--- config.mk ---
export PLATFORM = sky130hd
export DESIGN_NAME = first_fit_block_allocator_unit
export DESIGN_NICKNAME = d
export VERILOG_FILES = /design/src/rtl/core/ffba_pkg.sv /design/src/rtl/core/ffba_ram.sv /design/src/rtl/core/ffba_cfg.sv /design/src/rtl/core/ffba_engine.sv /design/src/rtl/core/first_fit_block_allocator_unit.sv
export VERILOG_INCLUDE_DIRS = /design/src /design/src/rtl/core
export SDC_FILE = /design/constraint.sdc
export NUM_CORES = 2
export LEC_CHECK = 0
export ABC_AREA = 0
export ABC_CLOCK_PERIOD_IN_PS = 12900
export BUFFER_PORTS_ARGS = -buffer_cell sky130_fd_sc_hd__clkbuf_2
export CORE_MARGIN = 2
export CORE_UTILIZATION = 65
export DETAILED_ROUTE_END_ITERATION = 12
export PLACE_DENSITY = 0.82
export SLEW_MARGIN = 30
export SYNTH_ARGS = -nofsm -noshare
export SYNTH_HDL_FRONTEND = slang
export SYNTH_SLANG_ARGS = --single-unit
--- constraint.sdc ---
create_clock -name clk -period 12.9 [get_ports clk]
set_input_delay 1.29 -clock clk [delete_from_list [all_inputs] [get_ports clk]]
set_output_delay 1.29 -clock clk [all_outputs]
set_load 0.01 [all_outputs]
--- src/rtl/core/first_fit_block_allocator_unit_assert.svh ---
// assertion macros for the first-fit block allocator
// included by the top level; no other dependencies
`ifndef FIRST_FIT_BLOCK_ALLOCATOR_UNIT_ASSERT_SVH
`define FIRST_FIT_BLOCK_ALLOCATOR_UNIT_ASSERT_SVH

`ifndef ASSERT_OFF
// antecedent implies consequent in the same cycle
`define FFBA_ASSERT_IMPLY(lbl, clk, rst, ante, cons) \
  lbl: assert property (@(posedge clk) disable iff (rst) (ante) |-> (cons)) \
    else $error("ffba assertion failed");
// antecedent implies consequent in the next cycle
`define FFBA_ASSERT_NEXT(lbl, clk, rst, ante, cons) \
  lbl: assert property (@(posedge clk) disable iff (rst) (ante) |=> (cons)) \
    else $error("ffba assertion failed");
// property holds at every edge
`define FFBA_ASSERT_ALWAYS(lbl, clk, rst, prop) \
  lbl: assert property (@(posedge clk) disable iff (rst) (prop)) \
    else $error("ffba assertion failed");
`else
`define FFBA_ASSERT_IMPLY(lbl, clk, rst, ante, cons)
`define FFBA_ASSERT_NEXT(lbl, clk, rst, ante, cons)
`define FFBA_ASSERT_ALWAYS(lbl, clk, rst, prop)
`endif

`endif

--- src/rtl/core/ffba_pkg.sv ---
// shared types and constants of the first-fit block allocator
// no dependencies
package ffba_pkg;

  localparam int MAX_BLOCKS_DEF   = 64;
  localparam int ADDR_BITS_DEF    = 20;
  localparam int HEAP_LIMIT_RST   = 1048575;
  localparam int HDR_W            = 7;
  localparam int HEADER_BYTES_RST = 24;
  localparam int STATUS_W         = 3;
  localparam int PADDR_W          = 3;
  localparam int PDATA_W          = 32;

  typedef enum logic [STATUS_W-1:0] {
    ST_OK      = 3'd0,
    ST_ZERO    = 3'd1,
    ST_NOSPACE = 3'd2,
    ST_NULL    = 3'd3,
    ST_UNKNOWN = 3'd4
  } status_t;

  typedef enum logic {
    REQ_ALLOC = 1'b0,
    REQ_FREE  = 1'b1
  } req_t;

  typedef enum logic {
    REG_HEAP_LIMIT   = 1'b0,
    REG_HEADER_BYTES = 1'b1
  } reg_idx_t;

endpackage

--- src/rtl/core/ffba_ram.sv ---
// generic simple dual-port ram, one write port and one registered read port
// no dependencies
module ffba_ram #(
  parameter int WIDTH = 8,
  parameter int DEPTH = 64
) (
  input  logic                     clk,
  input  logic                     wr_en,
  input  logic [$clog2(DEPTH)-1:0] wr_addr,
  input  logic [WIDTH-1:0]         wr_data,
  input  logic                     rd_en,
  input  logic [$clog2(DEPTH)-1:0] rd_addr,
  output logic [WIDTH-1:0]         rd_data
);

  logic [WIDTH-1:0] mem [DEPTH];

  always_ff @(posedge clk) begin
    if (wr_en) begin
      mem[wr_addr] <= wr_data;
    end
    if (rd_en) begin
      rd_data <= mem[rd_addr];
    end
  end

endmodule

--- src/rtl/core/ffba_cfg.sv ---
// apb register file: heap limit and header size
// depends on ffba_pkg
module ffba_cfg #(
  parameter int ADDR_BITS = ffba_pkg::ADDR_BITS_DEF
) (
  input  logic                             clk,
  input  logic                             rst,
  input  logic                             psel,
  input  logic                             penable,
  input  logic                             pwrite,
  input  logic [ffba_pkg::PADDR_W-1:0]     paddr,
  input  logic [ffba_pkg::PDATA_W-1:0]     pwdata,
  output logic [ffba_pkg::PDATA_W-1:0]     prdata,
  output logic                             pready,
  output logic [ADDR_BITS-1:0]             heap_limit,
  output logic [ffba_pkg::HDR_W-1:0]       header_bytes
);

  ffba_pkg::reg_idx_t reg_idx;
  logic               wr_hit;

  assign reg_idx = ffba_pkg::reg_idx_t'(paddr[2]);
  assign wr_hit  = psel && penable && pwrite;
  assign pready  = 1'b1;

  always_ff @(posedge clk) begin
    if (rst) begin
      heap_limit   <= ADDR_BITS'(ffba_pkg::HEAP_LIMIT_RST);
      header_bytes <= ffba_pkg::HDR_W'(ffba_pkg::HEADER_BYTES_RST);
    end else if (wr_hit) begin
      case (reg_idx)
        ffba_pkg::REG_HEAP_LIMIT:   heap_limit   <= pwdata[ADDR_BITS-1:0];
        ffba_pkg::REG_HEADER_BYTES: header_bytes <= pwdata[ffba_pkg::HDR_W-1:0];
        default: ;
      endcase
    end
  end

  always_comb begin
    case (reg_idx)
      ffba_pkg::REG_HEAP_LIMIT:   prdata = ffba_pkg::PDATA_W'(heap_limit);
      ffba_pkg::REG_HEADER_BYTES: prdata = ffba_pkg::PDATA_W'(header_bytes);
      default:                    prdata = '0;
    endcase
  end

endmodule

--- src/rtl/core/ffba_engine.sv ---
// request sequencer: scans the block table in ram, grants, frees, appends
// depends on ffba_pkg; drives the block table ram ports
module ffba_engine #(
  parameter int MAX_BLOCKS = ffba_pkg::MAX_BLOCKS_DEF,
  parameter int ADDR_BITS  = ffba_pkg::ADDR_BITS_DEF
) (
  input  logic                                clk,
  input  logic                                rst,
  input  logic                                in_valid,
  output logic                                in_ready,
  input  logic                                req_type,
  input  logic [ADDR_BITS-1:0]                req_size,
  input  logic [ADDR_BITS-1:0]                free_addr,
  output logic                                out_valid,
  input  logic                                out_ready,
  output logic [ADDR_BITS-1:0]                resp_addr,
  output logic [ffba_pkg::STATUS_W-1:0]       resp_status,
  input  logic [ADDR_BITS-1:0]                heap_limit,
  input  logic [ffba_pkg::HDR_W-1:0]          header_bytes,
  output logic                                mem_rd_en,
  output logic [$clog2(MAX_BLOCKS)-1:0]       mem_rd_addr,
  input  logic [2*ADDR_BITS:0]                mem_rd_data,
  output logic                                mem_wr_en,
  output logic [$clog2(MAX_BLOCKS)-1:0]       mem_wr_addr,
  output logic [2*ADDR_BITS:0]                mem_wr_data,
  output logic [$clog2(MAX_BLOCKS):0]         blk_count
);

  localparam int IDX_W = $clog2(MAX_BLOCKS);
  localparam int CNT_W = IDX_W + 1;
  localparam int TOP_W = ADDR_BITS + 2;

  typedef enum logic [1:0] {S_IDLE, S_SCAN, S_RESP} state_t;

  state_t                 state;
  logic                   op_free;
  logic [ADDR_BITS-1:0]   op_size;
  logic [ADDR_BITS-1:0]   op_addr;
  logic [CNT_W-1:0]       rd_idx;
  logic [IDX_W-1:0]       chk_idx;
  logic                   chk_valid;
  logic [ADDR_BITS:0]     heap_top;
  logic [ADDR_BITS-1:0]   res_addr;
  ffba_pkg::status_t      res_status;

  logic [ADDR_BITS-1:0]   ent_start;
  logic [ADDR_BITS-1:0]   ent_bytes;
  logic                   ent_free;
  logic [ADDR_BITS-1:0]   ent_payload;
  logic                   ent_hit;
  logic                   more;
  logic                   scan_hit;
  logic                   scan_miss;
  logic                   table_full;
  logic [TOP_W-1:0]       new_top;
  logic                   fits;
  logic                   append;
  logic [ADDR_BITS-1:0]   top_payload;

  assign ent_start   = mem_rd_data[2*ADDR_BITS -: ADDR_BITS];
  assign ent_bytes   = mem_rd_data[ADDR_BITS:1];
  assign ent_free    = mem_rd_data[0];
  assign ent_payload = ent_start + ADDR_BITS'(header_bytes);
  assign ent_hit     = op_free ? (ent_payload == op_addr)
                               : (ent_free && (ent_bytes >= op_size));

  assign more       = rd_idx < blk_count;
  assign scan_hit   = (state == S_SCAN) && chk_valid && ent_hit;
  // last read came back without a hit and nothing is left to read
  assign scan_miss  = (state == S_SCAN) && !chk_valid && !more;
  assign table_full = blk_count == CNT_W'(MAX_BLOCKS);
  assign new_top    = TOP_W'(heap_top) + TOP_W'(header_bytes) + TOP_W'(op_size);
  assign fits       = new_top <= TOP_W'(heap_limit);
  assign append     = scan_miss && !op_free && !table_full && fits;
  assign top_payload = heap_top[ADDR_BITS-1:0] + ADDR_BITS'(header_bytes);

  assign in_ready    = state == S_IDLE;
  assign mem_rd_en   = (state == S_SCAN) && more;
  assign mem_rd_addr = rd_idx[IDX_W-1:0];
  assign mem_wr_en   = scan_hit || append;
  assign mem_wr_addr = scan_hit ? chk_idx : blk_count[IDX_W-1:0];
  assign mem_wr_data = scan_hit ? {ent_start, ent_bytes, op_free}
                                : {heap_top[ADDR_BITS-1:0], op_size, 1'b0};

  always_ff @(posedge clk) begin
    if (rst) begin
      state     <= S_IDLE;
      out_valid <= 1'b0;
      chk_valid <= 1'b0;
      blk_count <= '0;
      heap_top  <= '0;
    end else begin
      // output register loads from the response state, else drains on a taken beat
      if ((state == S_RESP) && (!out_valid || out_ready)) begin
        out_valid <= 1'b1;
      end else if (out_ready) begin
        out_valid <= 1'b0;
      end
      case (state)
        S_IDLE: begin
          if (in_valid) begin
            op_free   <= req_type == ffba_pkg::REQ_FREE;
            op_size   <= req_size;
            op_addr   <= free_addr;
            rd_idx    <= '0;
            chk_valid <= 1'b0;
            res_addr  <= '0;
            if ((req_type == ffba_pkg::REQ_ALLOC) && (req_size == '0)) begin
              res_status <= ffba_pkg::ST_ZERO;
              state      <= S_RESP;
            end else if ((req_type == ffba_pkg::REQ_FREE) && (free_addr == '0)) begin
              res_status <= ffba_pkg::ST_NULL;
              state      <= S_RESP;
            end else begin
              state <= S_SCAN;
            end
          end
        end
        S_SCAN: begin
          chk_valid <= mem_rd_en;
          chk_idx   <= rd_idx[IDX_W-1:0];
          if (mem_rd_en) begin
            rd_idx <= rd_idx + 1'b1;
          end
          if (scan_hit) begin
            res_addr   <= op_free ? '0 : ent_payload;
            res_status <= ffba_pkg::ST_OK;
            state      <= S_RESP;
          end else if (scan_miss) begin
            if (op_free) begin
              res_status <= ffba_pkg::ST_UNKNOWN;
            end else if (append) begin
              res_addr   <= top_payload;
              res_status <= ffba_pkg::ST_OK;
              blk_count  <= blk_count + 1'b1;
              heap_top   <= new_top[ADDR_BITS:0];
            end else begin
              res_status <= ffba_pkg::ST_NOSPACE;
            end
            state <= S_RESP;
          end
        end
        S_RESP: begin
          if (!out_valid || out_ready) begin
            resp_addr   <= res_addr;
            resp_status <= res_status;
            state       <= S_IDLE;
          end
        end
        default: state <= S_IDLE;
      endcase
    end
  end

endmodule

--- src/rtl/core/first_fit_block_allocator_unit.sv ---
// top level of the first-fit block allocator
// depends on ffba_pkg, ffba_cfg, ffba_engine, ffba_ram and the assertion header
//
// request channel (in_valid/in_ready): one beat carries req_type, req_size and
// free_addr. an allocate reuses the first free block that is large enough, or
// appends one at the heap top if heap_limit and the table size allow; a free
// marks the block whose payload address (start + header_bytes) matches.
// response channel (out_valid/out_ready): one beat per request, resp_addr and
// resp_status, held in an output register.
// config port: apb writes to heap_limit (offset 0) and header_bytes (offset 4),
// pready tied high; write only while no request is in flight.
// timing: the table sits in one ram with a registered read, scanned one entry
// per cycle. zero-size allocates and null frees skip the scan. one request is
// in work at a time; the next is accepted only once the response is registered
// and the engine is back in idle.
// reset: sync rst empties the table and loads register defaults; ram left as is
// stalls: with out_ready low the held beat waits; one more request can finish
// behind it, then no request is accepted until the output register frees up.
`include "first_fit_block_allocator_unit_assert.svh"

module first_fit_block_allocator_unit #(
  parameter int MAX_BLOCKS = ffba_pkg::MAX_BLOCKS_DEF,
  parameter int ADDR_BITS  = ffba_pkg::ADDR_BITS_DEF
) (
  input  logic                            clk,
  input  logic                            rst,
  // request channel
  input  logic                            in_valid,
  output logic                            in_ready,
  input  logic                            req_type,
  input  logic [ADDR_BITS-1:0]            req_size,
  input  logic [ADDR_BITS-1:0]            free_addr,
  // response channel
  output logic                            out_valid,
  input  logic                            out_ready,
  output logic [ADDR_BITS-1:0]            resp_addr,
  output logic [ffba_pkg::STATUS_W-1:0]   resp_status,
  // config port
  input  logic                            psel,
  input  logic                            penable,
  input  logic                            pwrite,
  input  logic [ffba_pkg::PADDR_W-1:0]    paddr,
  input  logic [ffba_pkg::PDATA_W-1:0]    pwdata,
  output logic [ffba_pkg::PDATA_W-1:0]    prdata,
  output logic                            pready
);

  localparam int IDX_W = $clog2(MAX_BLOCKS);
  // one table entry: {start, bytes, free mark}
  localparam int ENT_W = 2 * ADDR_BITS + 1;

  logic [ADDR_BITS-1:0]        heap_limit;
  logic [ffba_pkg::HDR_W-1:0]  header_bytes;

  logic                        mem_rd_en;
  logic [IDX_W-1:0]            mem_rd_addr;
  logic [ENT_W-1:0]            mem_rd_data;
  logic                        mem_wr_en;
  logic [IDX_W-1:0]            mem_wr_addr;
  logic [ENT_W-1:0]            mem_wr_data;
  logic [IDX_W:0]              blk_count;

  // register file
  ffba_cfg #(
    .ADDR_BITS (ADDR_BITS)
  ) u_cfg (
    .clk          (clk),
    .rst          (rst),
    .psel         (psel),
    .penable      (penable),
    .pwrite       (pwrite),
    .paddr        (paddr),
    .pwdata       (pwdata),
    .prdata       (prdata),
    .pready       (pready),
    .heap_limit   (heap_limit),
    .header_bytes (header_bytes)
  );

  // scan / grant / append sequencer
  ffba_engine #(
    .MAX_BLOCKS (MAX_BLOCKS),
    .ADDR_BITS  (ADDR_BITS)
  ) u_engine (
    .clk          (clk),
    .rst          (rst),
    .in_valid     (in_valid),
    .in_ready     (in_ready),
    .req_type     (req_type),
    .req_size     (req_size),
    .free_addr    (free_addr),
    .out_valid    (out_valid),
    .out_ready    (out_ready),
    .resp_addr    (resp_addr),
    .resp_status  (resp_status),
    .heap_limit   (heap_limit),
    .header_bytes (header_bytes),
    .mem_rd_en    (mem_rd_en),
    .mem_rd_addr  (mem_rd_addr),
    .mem_rd_data  (mem_rd_data),
    .mem_wr_en    (mem_wr_en),
    .mem_wr_addr  (mem_wr_addr),
    .mem_wr_data  (mem_wr_data),
    .blk_count    (blk_count)
  );

  // block table; a write and the next request's first read never share a
  // cycle because the response state sits between them
  ffba_ram #(
    .WIDTH (ENT_W),
    .DEPTH (MAX_BLOCKS)
  ) u_table (
    .clk     (clk),
    .wr_en   (mem_wr_en),
    .wr_addr (mem_wr_addr),
    .wr_data (mem_wr_data),
    .rd_en   (mem_rd_en),
    .rd_addr (mem_rd_addr),
    .rd_data (mem_rd_data)
  );

  // table never grows past its capacity
  `FFBA_ASSERT_ALWAYS(a_count_bound, clk, rst, blk_count <= (IDX_W+1)'(MAX_BLOCKS))

  // the engine is busy in the cycle after it accepts a request
  `FFBA_ASSERT_NEXT(a_busy_after_accept, clk, rst, in_valid && in_ready, !in_ready)

  // every failed response carries a null address
  `FFBA_ASSERT_IMPLY(a_fail_null_addr, clk, rst,
    out_valid && (resp_status != ffba_pkg::ST_OK), resp_addr == '0)

  // the table is written only while a request is being served
  `FFBA_ASSERT_IMPLY(a_write_when_busy, clk, rst, mem_wr_en, !in_ready && !mem_rd_en || !in_ready)

endmodule
==> After elaboration in Yosys (flattened, before gate mapping) <==
Memory sizes are Yosys's and may differ from the RTL's. A register that Yosys moved wholly into a read port is not among the register bits.
Cells that the tools add are included.
{ "word_totals": {"regBits": 159, "mem_bits_rw": 2624, "output_inout_bits": 58, "memories": 1} }
{ "mem_list": {"columns": ["name", "words", "word_bits", "rd", "rd_clocked_by_memory_dff", "wr", "line_no", "text"], "rows": [
  ["u_table.mem", 64, 41, 1, 1, 1, "ffba_ram.sv:16", "logic [WIDTH-1:0] mem [DEPTH];"]
]} }
{ "classes": {"add_sub_neg": 6, "order_cmp": 3, "n_eq_ne": 11, "muxes": 35, "bitwise_logic": 5, "n_reduce_logical": 37} }
{ "ops": {"columns": ["op", "count"], "rows": [
  ["20-bit 2-to-1 mux", 6],
  ["32-bit one-hot mux with 2 select lines", 1],
  ["41-bit 2-to-1 mux", 1],
  ["20-bit by 7-bit adder with 20-bit output", 2],
  ["20-bit logical NOT", 2],
  ["20-bit one-hot mux with 2 select lines", 1],
  ["21-bit by 7-bit adder with 22-bit output", 1],
  ["22-bit by 20-bit adder with 22-bit output", 1],
  ["22-bit by 20-bit <= comparator with 1-bit output", 1],
  ["20-bit == test", 1],
  ["20-bit greater-or-equal comparator", 1],
  ["3-bit 2-to-1 mux", 6],
  ["7-bit by 1-bit adder with 7-bit output (second input constant)", 2],
  ["1-bit logical AND", 14],
  ["2-bit 2-to-1 mux", 7],
  ["7-bit 2-to-1 mux", 2],
  ["7-bit one-hot mux with 2 select lines", 1],
  ["5-bit AND reduction", 2],
  ["3-bit by 1-bit inequality test with 1-bit output (second input constant)", 3],
  ["3-bit AND reduction", 3],
  ["2-bit AND reduction", 4],
  ["7-bit == test (second input constant)", 1],
  ["7-bit < comparator", 1],
  ["1-bit 2-to-1 mux", 6],
  ["15 further kinds", 27]
]} }

==> Logic depth before layout (Yosys ltp) <==
{ "logic_depth": {"depth_word": 11, "ltp_mapped": 22, "ltp_nobuf": 20} }

==> Modules after synthesis <==
From an unflattened synthesis, not the netlist that was laid out.
{ "unflattened": {"hier_cells": 5309, "area_unflattened_um2": 111569.5} }
{ "modules_own_cells": {"columns": ["module", "n_inst", "cells_per_inst", "area_per_inst_um2"], "rows": [
  ["ffba_ram", 1, 4226, 100525.2],
  ["ffba_engine", 1, 928, 9664.3],
  ["ffba_cfg", 1, 155, 1380.1]
]} }

==> Worst setup path after synthesis <==
OpenSTA, ideal clock, no wires.
{ "synth_timing": {"kind": "flip-flop to flip-flop", "startpoint": "reg u_cfg.header_bytes[1] (netlist name)", "endpoint": "mem u_table.mem[0][0] (netlist name), enable pin", "setup_time_ns": 0.458, "arrival_ns": 6.918, "required_ns": 12.442, "path_slack_ns": 5.524, "path_stages_with_launch": 21, "path_buffers": 1, "period_less_slack_ns": 7.376, "path_cell_list": "dfxtp_1 -> fa_1 -> ha_1 -> fa_1 -> a211o_1 -> o211ai_1 -> o211ai_1 -> a31o_2 -> a21oi_1 -> xnor2_1 -> ha_1 -> a21o_1 -> a21o_1 -> a211o_1 -> a21oi_1 -> o221a_2 -> nand3_1 -> mux2i_1 -> clkbuf_1 -> nand2_1 -> a22oi_1"} }
{ "synth_via": {"elab_chain_cells": 7, "word_cells_on_any_way": 12, "classes_between": "add/sub: 3; order compare: 1; eq/ne: 1; mux: 4; reduce/logical: 3"} }
{ "synth_rtl": {"columns": ["element", "line_no", "text"], "rows": [
  ["start: declaration", "ffba_cfg.sv:16", "output logic [ffba_pkg::HDR_W-1:0] header_bytes"],
  ["start signal: assignment", "ffba_cfg.sv:29", "header_bytes <= ffba_pkg::HDR_W'(ffba_pkg::HEADER_BYTES_RST);"],
  ["start signal: assignment", "ffba_cfg.sv:33", "ffba_pkg::REG_HEADER_BYTES: header_bytes <= pwdata[ffba_pkg::HDR_W-1:0];"],
  ["21-bit by 7-bit adder with 22-bit output", "ffba_engine.sv:72", "assign new_top = TOP_W'(heap_top) + TOP_W'(header_bytes) + TOP_W'(op_size);"],
  ["22-bit by 20-bit adder with 22-bit output", "ffba_engine.sv:72", null],
  ["net u_engine.new_top[15]", "ffba_engine.sv:55", "logic [TOP_W-1:0] new_top;"],
  ["22-bit by 20-bit <= comparator with 1-bit output", "ffba_engine.sv:73", "assign fits = new_top <= TOP_W'(heap_limit);"],
  ["1-bit logical AND", "ffba_engine.sv:74", "assign append = scan_miss && !op_free && !table_full && fits;"],
  ["1-bit logical OR", "ffba_engine.sv:80", "assign mem_wr_en = scan_hit || append;"],
  ["1-bit 2-to-1 mux", "ffba_ram.sv:19", "if (wr_en) begin"],
  ["1-bit 2-to-1 mux (implied by the code)", "ffba_ram.sv:20", "mem[wr_addr] <= wr_data;"],
  ["end: declaration", "ffba_ram.sv:16", null]
]} }
The timed path passes the listed nets, and every way through them passes these cells.

==> Worst setup path in the final report <==
{ "layout_timing": {"startpoint": "reg u_cfg.header_bytes[1] (netlist name)", "endpoint": "mem u_table.mem[55][13] (netlist name), enable pin"} }
Same word-level chain as after synthesis.

==> results by group <==
Outcome
  • Status: completed

STA
  • Pins over their slew limit: 0
  • Final hold viol count: 0
  • Actual slew at the worst max-slew pin: around 1.2 ns
  • Total Neg Setup Slack: 0 ns
  • Layout Skew: around 0.074 ns
  • Final period util: 58.1%
  • RSZ-0062 raised after global routing: no
  • Max Freq: 0.133 GHz
  • Fin crit period: 7.49 ns
  • Final setup violation count: 0
  • Relative slew slack: approximately a quarter
  • Hold Slack: roughly 0.42 ns

Placement
  • IO Port Bufs: roughly 110
  • Hpwl dp: roughly 170,000 um
  • Final Wtd Congestion: 0.932

Global routing
  • First-pass GRT wire length: between 400,000 and 500,000 um
  • Largest net degree at the start of global routing: about 160
  • Vias in the first global route: between 60,000 and 70,000
  • Initial antenna violation count: 25
  • Total track usage: about two fifths
  • Gr ovfl total: 0

Logic synthesis
  • Post-synthesis simple-gate area fraction: 1.96%
  • Synth async-reset ratio: 0%
  • Main combinational cell family by area after synthesis: multiplexers
  • Yosys reg bits: about 2,800
  • Post-Synth Adder-Cell Area: ~1.2%
  • Post-Syn Area: ~0.11 sq mm
  • Synth warn: 0
  • Yosys cell types: 89
  • Synth Area in Compound Gates: about 2.2%
  • Mapped Cells: between 5,000 and 6,000
  • Sequential share of the synthesized area: 75.0%
  • Number of flops mapped to enable cells by yosys: approximately 2,800
  • Syn Area/Cell: approximately 22 sq um
  • Multiplexer area fraction after synthesis: 17.7%
  • Synth Flop Type: edfxtp_1
  • Post-Synth XOR/XNOR Area: less than 1%

Die
  • Die W: 420 um
  • Die Ht: roughly 420 um
  • Initial core utilization: between 60 and 70%
  • I/O Pins: 141
  • Core area: 0.172 sq mm
  • Die area: between 0.15 and 0.2 sq mm
  • Rows: roughly 150

Routing
  • Routed vias: between 60,000 and 70,000
  • DRC violations left: 0
  • Wirelength per Cell: roughly 44 um
  • WL met3: 49,800 um
  • Met1 Routed Length: between 100,000 and 150,000 um
  • Post-DRT Antenna Nets: 0
  • Iteration count of the initial detailed-routing pass: 9
  • First-iteration detailed-routing DRC count: about 11,000
  • Drt via density: around 7.8
  • Highest metal used: met5
  • Met2 wire length: roughly 160,000 um
  • Post-Route WL: 346,000 um

Pwr
  • P_leak: roughly 40 nW
  • Pwr Density: 157 mW/mm^2
  • Worst vdd ir: between 90 and 100 uV

Clock tree
  • Clock latency on the worst-skew pair: approximately 1 ns
  • CTS tree: built
  • CTS Buf Count: 290
  • Hold_buf cts: 0
  • Post-CTS Setup Repair Bufs: 0
  • Clock Tree Buf Depth: 4
  • Post-CTS Resized: 0
  • H-tree Lvls: 5
  • Worst-path clk slew: roughly 0.060 ns
  • Clk sinks: 2,824
  • Root buffer cell: clkbuf_16

Critical path
  • Critical Path Start Type: flop
  • Crit path kind: flop to flop
  • R2R setup slack: ~5.4 ns
  • Crit-path max FO: roughly 40
  • Critical path data required time: ~13 ns
  • Crit path from: u_cfg.header_bytes[1]
  • Worst Setup End Kind: flop
  • FF-to-FF path depth: 22
  • FF-to-FF Start: u_cfg.header_bytes[1]
  • Crit path capture: u_table.mem[55][13]
  • R2R Path End: u_table.mem[55][13]
  • Crit path DAT: roughly 8.0 ns

Finish
  • Layout Nets: between 5,000 and 6,000
  • Layout area overhead: 12.2%
  • Share of layout cells above drive strength 1: 30.2%
  • Final core occ: roughly three quarters
  • Fillers: between 8,000 and 9,000

Hold path
  • Hold Path Class: flop to flop

Flow run
  • Max-cap violations: 0
worst max-delay path: stages, from the launching register on:
cell	delay, ns
dfxtp_1	0.53
fa_1	0.46
ha_1	0.24
fa_1	0.49
a211o_1	0.27
o211ai_1	0.19
nand2b_1	0.10
a21oi_1	0.28
o21bai_1	0.10
a21oi_1	0.19
xnor2_1	0.18
ha_1	0.29
a21oi_1	0.15
o21ai_0	0.11
a221oi_1	0.37
o21a_1	0.22
o221a_2	0.24
nand3_1	0.12
mux2i_4	0.25
buf_4	0.41
nand4_1	0.64
a22oi_2	0.37
buf_4	0.85
registers in the layout, summed over array words and instances (netlist names):
register / flops
u_table.mem: 2624
u_table.rd_data: 41
u_engine.heap_top: 21
u_cfg.heap_limit: 20
u_engine.op_addr: 20
u_engine.op_size: 20
u_engine.res_addr: 20
u_engine.resp_addr: 20
u_cfg.header_bytes: 7
u_engine.blk_count: 7
u_engine.rd_idx: 7
u_engine.chk_idx: 6
u_engine.res_status: 3
u_engine.resp_status: 3
u_engine.state: 2
u_engine.chk_valid: 1
u_engine.op_free: 1
u_engine.out_valid: 1
cell type report:
cell class / instances / area (sq um) / area share (%)
diodes: 9 / 22.5 / 0.0179
clock buffers: 341 / 7540 / 5.99
clock inverters: 151 / 1590 / 1.26
inverters: 70 / 263 / 0.209
multi-input cells: 1893 / 27300 / 21.7
flip-flops and latches: 2824 / 84200 / 66.9
well taps: 2310 / 2890 / 2.30
repair buffers: 271 / 2100 / 1.67
kinds of logic (layout without fill, tap and decap cells):
group / after synthesis / after routing
buffers and inverters: 343 / 833
XOR/XNOR: 75 / 75
other: 2 / 22
multiplexers: 908 / 908
adder cells (fa/ha/maj): 106 / 106
flip-flops: 2824 / 2824
AND/OR/NAND/NOR: 438 / 438
AO/OA/AOI/OAI: 353 / 353
cell usage after synthesis (all sizes together) (3+ instances only):
cell | count | area (sq um)
a211o | 24 | 219
a211oi | 12 | 100
a21o | 22 | 166
a21oi | 93 | 465
a22oi | 62 | 465
a31o | 4 | 35.0
a31oi | 5 | 31.3
and2 | 7 | 43.8
and3 | 19 | 119
buf | 114 | 516
clkbuf | 159 | 597
dfxtp | 59 | 1180
edfxtp | 2765 | 83000
fa | 10 | 200
ha | 96 | 1200
inv | 70 | 263
mux2 | 43 | 484
mux2i | 4 | 40.0
mux4 | 861 | 19400
nand2 | 107 | 402
nand2b | 17 | 114
nand3 | 66 | 335
nand3b | 3 | 22.5
nand4 | 20 | 125
nor2 | 100 | 390
nor2b | 4 | 25.0
nor3 | 36 | 185
nor3b | 7 | 52.6
nor4 | 19 | 125
nor4b | 5 | 43.8
o2111a | 3 | 33.8
o211ai | 11 | 82.6
o21a | 13 | 105
o21ai | 51 | 263
o21bai | 11 | 82.6
o22ai | 9 | 56.3
o31ai | 4 | 30.0
o32ai | 4 | 35.0
or3 | 10 | 62.6
or4 | 6 | 45.0
xnor2 | 50 | 445
xor2 | 23 | 201
layer usage:
metal	GRT usage, %	vias to the layer above
li1	-	22100
met1	50.7	31400
met2	61.3	6459
met3	13.1	1547
met4	23.5	30
met5	0	-
worst min path at each step:
stage / startpoint / to / slack (ns) / cells after the start
after floorplan: u_engine.res_addr[0] / u_engine.resp_addr[0] / 0.40 / 0
after global placement: u_engine.res_addr[1] / u_engine.resp_addr[1] / 0.40 / 0
after detailed placement: u_engine.res_addr[0] / u_engine.resp_addr[0] / 0.40 / 0
after CTS: u_engine.res_status[1] / u_engine.resp_status[1] / 0.42 / 0
after global routing: u_engine.res_status[1] / u_engine.resp_status[1] / 0.42 / 0
final: u_engine.res_addr[2] / u_engine.resp_addr[2] / 0.42 / 0
where the power goes:
part | leakage (nW) | total, W | switching [W] | internal, W
Clock | 4.46 | 0.00846 | 0.00364 | 0.00482
Combinational | 10.1 | 0.00123 | 0.000721 | 0.000511
Sequential | 25.7 | 0.0101 | 0.0000451 | 0.0101
stage by stage:
stage / instances / instance area, sq um / power, W / setup slack [ns]
after CTS: 7853 / 126000 / 0.0198 / 5.50
after detailed placement: 7361 / 116000 / 0.0115 / 5.59
after global routing: 7861 / 126000 / 0.0202 / 5.20
after global placement: 7356 / 116000 / 0.0114 / 5.56
final: 7869 / 126000 / 0.0198 / 5.41
after floorplan: 5060 / 112000 / 0.0111 / 5.52
placed cells by master, fill, tap and decap left out, types with 11 or more instances in the layout:
cell type,instances
dfxtp_1,59
xnor2_1,49
nor2_1,95
nand3_1,65
nor4_1,17
and3_1,19
a22oi_2,58
clkinv_2,43
ha_1,96
conb_1,13
buf_12,11
o211ai_1,11
o21bai_1,11
nand4_1,20
buf_6,17
nand2b_1,16
inv_1,67
clkbuf_2,113
a211o_1,23
mux4_2,861
a21oi_1,93
edfxtp_1,2765
clkinv_1,54
nor3_1,34
a21o_1,21
clkbuf_16,294
bufinv_16,32
nand2_1,107
mux2_4,34
clkbuf_1,46
xor2_1,23
o21ai_0,31
o21ai_2,12
buf_4,121
o21a_1,12
No activity file was read; power rests on OpenSTA's default activity.
